`config.mk`:
```
export PLATFORM = sky130hd
export DESIGN_NAME = iwc_fifo
export DESIGN_NICKNAME = d
export VERILOG_FILES = /design/src/hdl/image_window_convolution_top_defines.svh /design/src/hdl/iwc_fifo.sv
export SDC_FILE = /design/constraint.sdc
export NUM_CORES = 1
export LEC_CHECK = 0
export ABC_AREA = 1
export BUFFER_PORTS_ARGS = -buffer_cell sky130_fd_sc_hd__buf_2
export CORE_ASPECT_RATIO = 0.7
export CORE_MARGIN = 5
export CORE_UTILIZATION = 48
export DETAILED_ROUTE_END_ITERATION = 8
export PLACE_DENSITY = 0.72
export SLEW_MARGIN = 20
export SYNTH_ARGS = -nofsm -noshare
export SYNTH_HDL_FRONTEND = slang
export SYNTH_SLANG_ARGS = --single-unit
```
`constraint.sdc`:
```
create_clock -name clock -period 6.1 [get_ports clock]
set_input_delay 0.305 -clock clock [delete_from_list [all_inputs] [get_ports clock]]
set_output_delay 0.305 -clock clock [all_outputs]
set_load 0.05 [all_outputs]
```
`src/hdl/image_window_convolution_top_defines.svh`:
```
// assertion macros shared by the block
`ifndef IMAGE_WINDOW_CONVOLUTION_TOP_DEFINES_SVH
`define IMAGE_WINDOW_CONVOLUTION_TOP_DEFINES_SVH

// same-cycle implication, ignored while reset is high
`define IWC_ASSERT_IMPLY(label, clk, rst, ante, cons, msg) \
   label: assert property (@(posedge clk) disable iff (rst) (ante) |-> (cons)) \
      else $error(msg);

// next-cycle implication, ignored while reset is high
`define IWC_ASSERT_NEXT(label, clk, rst, ante, cons, msg) \
   label: assert property (@(posedge clk) disable iff (rst) (ante) |=> (cons)) \
      else $error(msg);

`endif

```
`src/hdl/iwc_fifo.sv`:
```
`default_nettype none

module iwc_fifo #(
   parameter int WIDTH = 32,
   parameter int DEPTH = 4,
   localparam int PW = (DEPTH > 1) ? $clog2(DEPTH) : 1,
   localparam int CW = $clog2(DEPTH + 1)
) (
   input  wire logic             clock,
   input  wire logic             reset,
   input  wire logic             push,
   input  wire logic [WIDTH-1:0] wdata,
   input  wire logic             pop,
   output logic      [WIDTH-1:0] rdata,
   output logic                  empty,
   output logic                  full,
   output logic      [CW-1:0]    count
);

   logic [WIDTH-1:0] slot_ff [DEPTH];
   logic [PW-1:0]    head_ff, head_in;
   logic [PW-1:0]    tail_ff, tail_in;
   logic [CW-1:0]    count_ff, count_in;
   logic             do_push, do_pop;

   assign empty   = (count_ff == '0);
   assign full    = (count_ff == CW'(DEPTH));
   assign count   = count_ff;
   assign rdata   = slot_ff[head_ff];
   assign do_push = push && !full;
   assign do_pop  = pop && !empty;

   always_comb begin
      head_in  = head_ff;
      tail_in  = tail_ff;
      count_in = count_ff;
      if (do_push) begin
         tail_in = (tail_ff == PW'(DEPTH - 1)) ? '0 : tail_ff + 1'b1;
      end
      if (do_pop) begin
         head_in = (head_ff == PW'(DEPTH - 1)) ? '0 : head_ff + 1'b1;
      end
      if (do_push && !do_pop) begin
         count_in = count_ff + 1'b1;
      end else if (do_pop && !do_push) begin
         count_in = count_ff - 1'b1;
      end
   end

   always_ff @(posedge clock) begin
      if (reset) begin
         head_ff  <= '0;
         tail_ff  <= '0;
         count_ff <= '0;
      end else begin
         head_ff  <= head_in;
         tail_ff  <= tail_in;
         count_ff <= count_in;
      end
   end

   always_ff @(posedge clock) begin
      if (do_push) begin
         slot_ff[tail_ff] <= wdata;
      end
   end

endmodule

`default_nettype wire

```
==> results of run 1 <==
==> power breakdown <==
| part | switching (uW) | internal, uW | leakage [uW] |
|---|---|---|---|
| Combinational | 888 | 251 | 0.000761 |
| Clock | 385 | 683 | 0.000287 |
| Sequential | 100 | 1150 | 0.00125 |
==> final timing paths <==
path	end	slack, ns	depth (start not counted)
worst max-delay path	rdata[20]	3.52	4
worst min-delay path	count[0]	0.06	2
worst max register to register	slot_ff[3][15]	3.82	4
worst min register to register	flip-flop	0.53	2
==> layout by cell type, fill, tap and decap left out, drive strengths merged, types with 3 or more instances in the layout <==
| cell | instances |
|---|---|
| edfxtp | 128 |
| nor2 | 79 |
| buf | 72 |
| o21ai | 65 |
| o22ai | 32 |
| inv | 19 |
| clkbuf | 17 |
| nand2 | 14 |
| dfxtp | 9 |
| ha | 6 |
| clkinvlp | 6 |
| bufinv | 4 |
| clkinv | 4 |
| a21oi | 3 |
==> final cells by class <==
class / count / share of cell area
repair buffers: 72 / 0.05686
flip-flops and latches: 137 / 0.6357
clock inverters: 15 / 0.03179
multi-input cells: 206 / 0.1664
clock buffers: 17 / 0.06713
inverters: 18 / 0.01185
well taps: 153 / 0.03021
==> critical path: stages (launching register included) <==
cell and delay, ns:
dfxtp_2 0.52, inv_2 0.59, o21ai_1 0.15, o22ai_1 0.25, buf_2 0.33
==> registers in the layout, indices dropped and copies added (netlist names), named ones only <==
signal / count
head_ff: 2
tail_ff: 2
slot_ff: 128
count: 3
==> cells in the mapped netlist <==
cell type,number,share of area
fa_1,1,0.0038
buf_4,3,0.0043
ha_1,6,0.014
clkbuf_1,1,0.00071
nor2_1,79,0.056
a21oi_1,3,0.0028
o21ai_1,28,0.027
nand4_1,1,0.0012
buf_6,9,0.019
o22ai_1,32,0.038
nand2_1,14,0.010
dfxtp_1,9,0.034
o21ai_0,37,0.035
edfxtp_1,128,0.73
buf_2,6,0.0057
inv_2,1,0.00071
inv_1,16,0.011
xor2_1,1,0.0017
nand3_1,2,0.0019
nand3b_1,2,0.0028
inv_8,1,0.0021
==> routing by layer <==
layer	GRT usage	vias up	part of all wire
li1	-	1546	-
met1	0.2265	1537	0.46
met2	0.2458	112	0.45
met5	0	-	0
met4	0.07978	0	0.019
met3	0.04943	16	0.069
==> per-stage QoR <==
| step | power (uW) | util | hold slack, ns |
|---|---|---|---|
| 2_1_floorplan | 2157 | - | 0.3774 |
| 3_3_place_gp | 2390 | 0.5240 | 0.4781 |
| 3_5_place_dp | 2413 | 0.5241 | 0.4840 |
| 4_1_cts | 3483 | 0.5817 | 0.04474 |
| 5_1_grt | 3608 | 0.5819 | 0.06103 |
| 6_report | 3460 | 0.5819 | 0.05840 |
==> kinds of logic (layout without fill, tap and decap cells) <==
kind of cell | Yosys count | in the layout | synth area share
compound gates | 100 | 100 | 0.1023
xor+xnor | 1 | 1 | 0.001659
fa+ha+maj | 7 | 7 | 0.01800
buf+inv | 37 | 122 | 0.04406
flops | 137 | 137 | 0.7619
simple gates | 98 | 98 | 0.07202
==> metrics, run 1 <==
outcome finished, final reports clean; Core Region 10890 sq um; cell row count 32; final hold vios 0; Root Driver clkbuf_16; pre-CTS WS 3.728 ns; pwr/cell area 546.0 nW/um^2; NumNets Final 495; ratio of final minimum period to clock period 0.4228; CTS tree built; final worst slack 3.521 ns; hold_buf cts 0; sequential area share after synthesis 0.7619; number of global-route vias before repair 3207; Post-DRT Antenna Nets 0; register area 4029 sq um; FMAX 0.3878 GHz; DRT iter0 DRCs 231; HP Start reset; share of layout cells above drive strength 1 0.2409; Initial Util 0.4849; antenna violations before repair 0; gpl congestion 0.7826; max-cap violations 0; CP Capture Type output port; final cell count without fillers 618; die area 13230 sq um; RSZ-0062 raised after global routing no; pin count of the biggest net entering global routing 66; dpl cells 586; Max FO, Critical Path 33; peak supply drop 0.3053 mV; arrival time at the worst endpoint 2.27 ns; static leakage 0.002297 uW; Remaining DRCs 0; Die H 97.76 um; First-pass DRT Iterations 4; n_diodes 0; routed vias 3211; Critical Path Start Type flip-flop; final instance area 6337 sq um; Fill cells 878; fin crit period 2.579 ns; clk_lat worst skew 0.41 ns; RR Startpoint count[1]; Ports 73; width of the die 135.4 um; Slew headroom 0.2873; setup bufs post-CTS 0; port buffer count 72; Worst-path clk slew 0.06 ns; CTS sink cnt 137; fin. max-slew vios 0; dpl hpwl 6.068 mm; Total GRT Usage 0.1662; area of the multi-input gates 1055 sq um; Area Growth Syn to Fin 20.00%; WS Path Type reg2out; mean post-synth cell area 13.90 sq um; #FFs+latches synth 137; post-DR vias/cell 5.196; Synth Net Count 423; DRT Wirelength 10.70 mm; Worst Skew 0.006791 ns; H-tree levels 4; cell area after synthesis 5281 sq um; HP Class in2reg; Cell variety after synth 21; Least-Margin Pin Slew 1.067 ns; synth warn 0; gr ovfl total 0; required time of the critical path 5.79 ns; number of gates resized after cts 0; Final setup viols 0; Num CTS Buffers 17; Total Neg Setup Slack 0 ns; Syn Inst Count 380; DP Area 5708 sq um; first-pass GRT wire length 16.55 mm; CTS Buffer Depth 2; WL/cell 17.32 um
No activity file was read; power rests on OpenSTA's default activity.
==> run 2: changes to the inputs <==
==> constraint.sdc (replaced) <==
create_clock -name clock -period 2.4 [get_ports clock]
set_input_delay 0.12 -clock clock [delete_from_list [all_inputs] [get_ports clock]]
set_output_delay 0.12 -clock clock [all_outputs]
set_load 0.05 [all_outputs]
==> run 2 against run 1 <==
- clock power up 110%
- worst hold slack got worse by 0.037 ns
- worst setup slack got worse by 3.1 ns
- die area is the same
- sequential power up 140%
- cell area is 5.0% higher
- critical path depth is 1 higher
- flip-flop and latch count is the same
- total power rose by 140%
- cell count grew 7.3%
- global-route usage is 0.34 points higher
- critical endpoint is now rdata[8]
- largest power group is now combinational logic
==> metrics, run 2 (same netlist as run 1, synthesis figures left out) <==
top layer used by detailed routing met4; Initial Util 0.4849; CP Capture Type output port; pin count of the biggest net entering global routing 65; RSZ-0062 raised after global routing no; gpl congestion 0.7820; met3 routed WL 635 um; Ports 73; DRT Wirelength 10.89 mm; CTS sink cnt 137; Num CTS Buffers 17; DRT iter0 DRCs 274; HP Class in2reg; Final setup viols 0; ratio of final minimum period to clock period 0.8410; cell row count 32; Remaining DRCs 0; final hold vios 0; Worst Skew 0.004610 ns; number of gates resized after cts 0; Top reg by flops slot_ff; Area Growth Syn to Fin 25.99%; final worst slack 0.3816 ns; fin crit period 2.018 ns; Least-Margin Pin Slew 0.5072 ns; routed vias 3382; Max FO, Critical Path 25; number of global-route vias before repair 3284; most frequent cells in the layout edfxtp_1, nor2_1, buf_2, o21ai_0, dlygate4sd3_1; arrival time at the worst endpoint 1.90 ns; peak supply drop 0.8130 mV; Fill cells 853; max reg flops 128; Total GRT Usage 0.1696; First-pass DRT Iterations 5; clk_lat worst skew 0.41 ns; met2 WL post-DR 5.010 mm; Metal-1 WL 5.105 mm; share of layout cells above drive strength 1 0.2255; Core Region 10890 sq um; static leakage 0.002461 uW; Root Driver clkbuf_16; width of the die 135.4 um; Slew headroom 0.6614; port buffer count 72; Total Neg Setup Slack 0 ns; fin. max-slew vios 0; pre-CTS WS 0.5271 ns; setup bufs post-CTS 0; n_diodes 0; CTS tree built; CTS Buffer Depth 2; gr ovfl total 0; NumNets Final 541; hold_buf cts 33; commonest non-fill, non-tap cell in the layout edfxtp_1; WL/cell 16.42 um; WS Path Type reg2out; Die H 97.76 um; die area 13230 sq um; FMAX 0.4954 GHz; outcome finished, final reports clean; Worst-path clk slew 0.05 ns; antenna violations before repair 0; H-tree levels 4; Post-DRT Antenna Nets 0; max-cap violations 0; Critical Path Start Type flip-flop; first-pass GRT wire length 17.13 mm; post-DR vias/cell 5.101; dpl hpwl 6.354 mm; required time of the critical path 2.28 ns; pwr/cell area 1272 nW/um^2
run 2: cell count changes in the layout (fill, tap and decap cells not counted), sizes merged:
cell	before	now
dlygate4sd3	0	33
buf	72	85
clkinv	4	8
clkinvlp	6	2
bufinv	4	1
clkbuf	17	20
inv	19	18
run 2: path summary, 6_finish.rpt:
check	from	end	slack [ns]	depth (start not counted)
worst max-delay path	flip-flop	rdata[8]	0.38	5
worst min-delay path	push	tail_ff[1]	0.02	3
worst max register to register	count[0]	count[2]	0.51	13
worst min register to register	head_ff[1]	head_ff[1]	0.52	2
run 2: cell type report:
| class | count | area (sq um) | area share |
|---|---|---|---|
| Timing Repair Buffer | 118 | 788.3 | 0.1185 |
| Inverter | 18 | 75.07 | 0.01128 |
| Clock inverter | 11 | 82.58 | 0.01241 |
| Clock buffer | 20 | 436.7 | 0.06563 |
| Multi-Input combinational cell | 206 | 1055 | 0.1585 |
| Tap cell | 153 | 191.4 | 0.02877 |
| Sequential cell | 137 | 4025 | 0.6049 |
run 2: layer usage:
layer / up-vias / GRT usage
met1: 1630 / 0.2329
met2: 104 / 0.2592
met5: - / 0
li1: 1633 / -
met4: 0 / 0.06042
met3: 15 / 0.05098
run 2: worst max-delay path: stages (launching register included):
cell and delay (ns):
dfxtp_1 0.31, inv_2 0.38, buf_4 0.25, o21ai_1 0.08, o22ai_1 0.16, buf_2 0.30
run 2: power breakdown:
part	internal [uW]	switching, uW	leakage, uW
Sequential	2920	105	0.00125
Clock	1390	901	0.000247
Combinational	728	2410	0.000966
run 2: metrics by stage:
stage	std cells	hold slack [ns]	area [sq um]	total power, uW	util
6_report	663	0.02092	6654	8461	0.6110
5_1_grt	663	0.04193	6654	8860	0.6110
4_1_cts	663	0.01521	6654	8533	0.6110
3_5_place_dp	599	0.3058	5804	6179	0.5330
3_3_place_gp	599	0.2993	5804	6130	0.5330
2_1_floorplan	380	0.1924	5281	5483	-
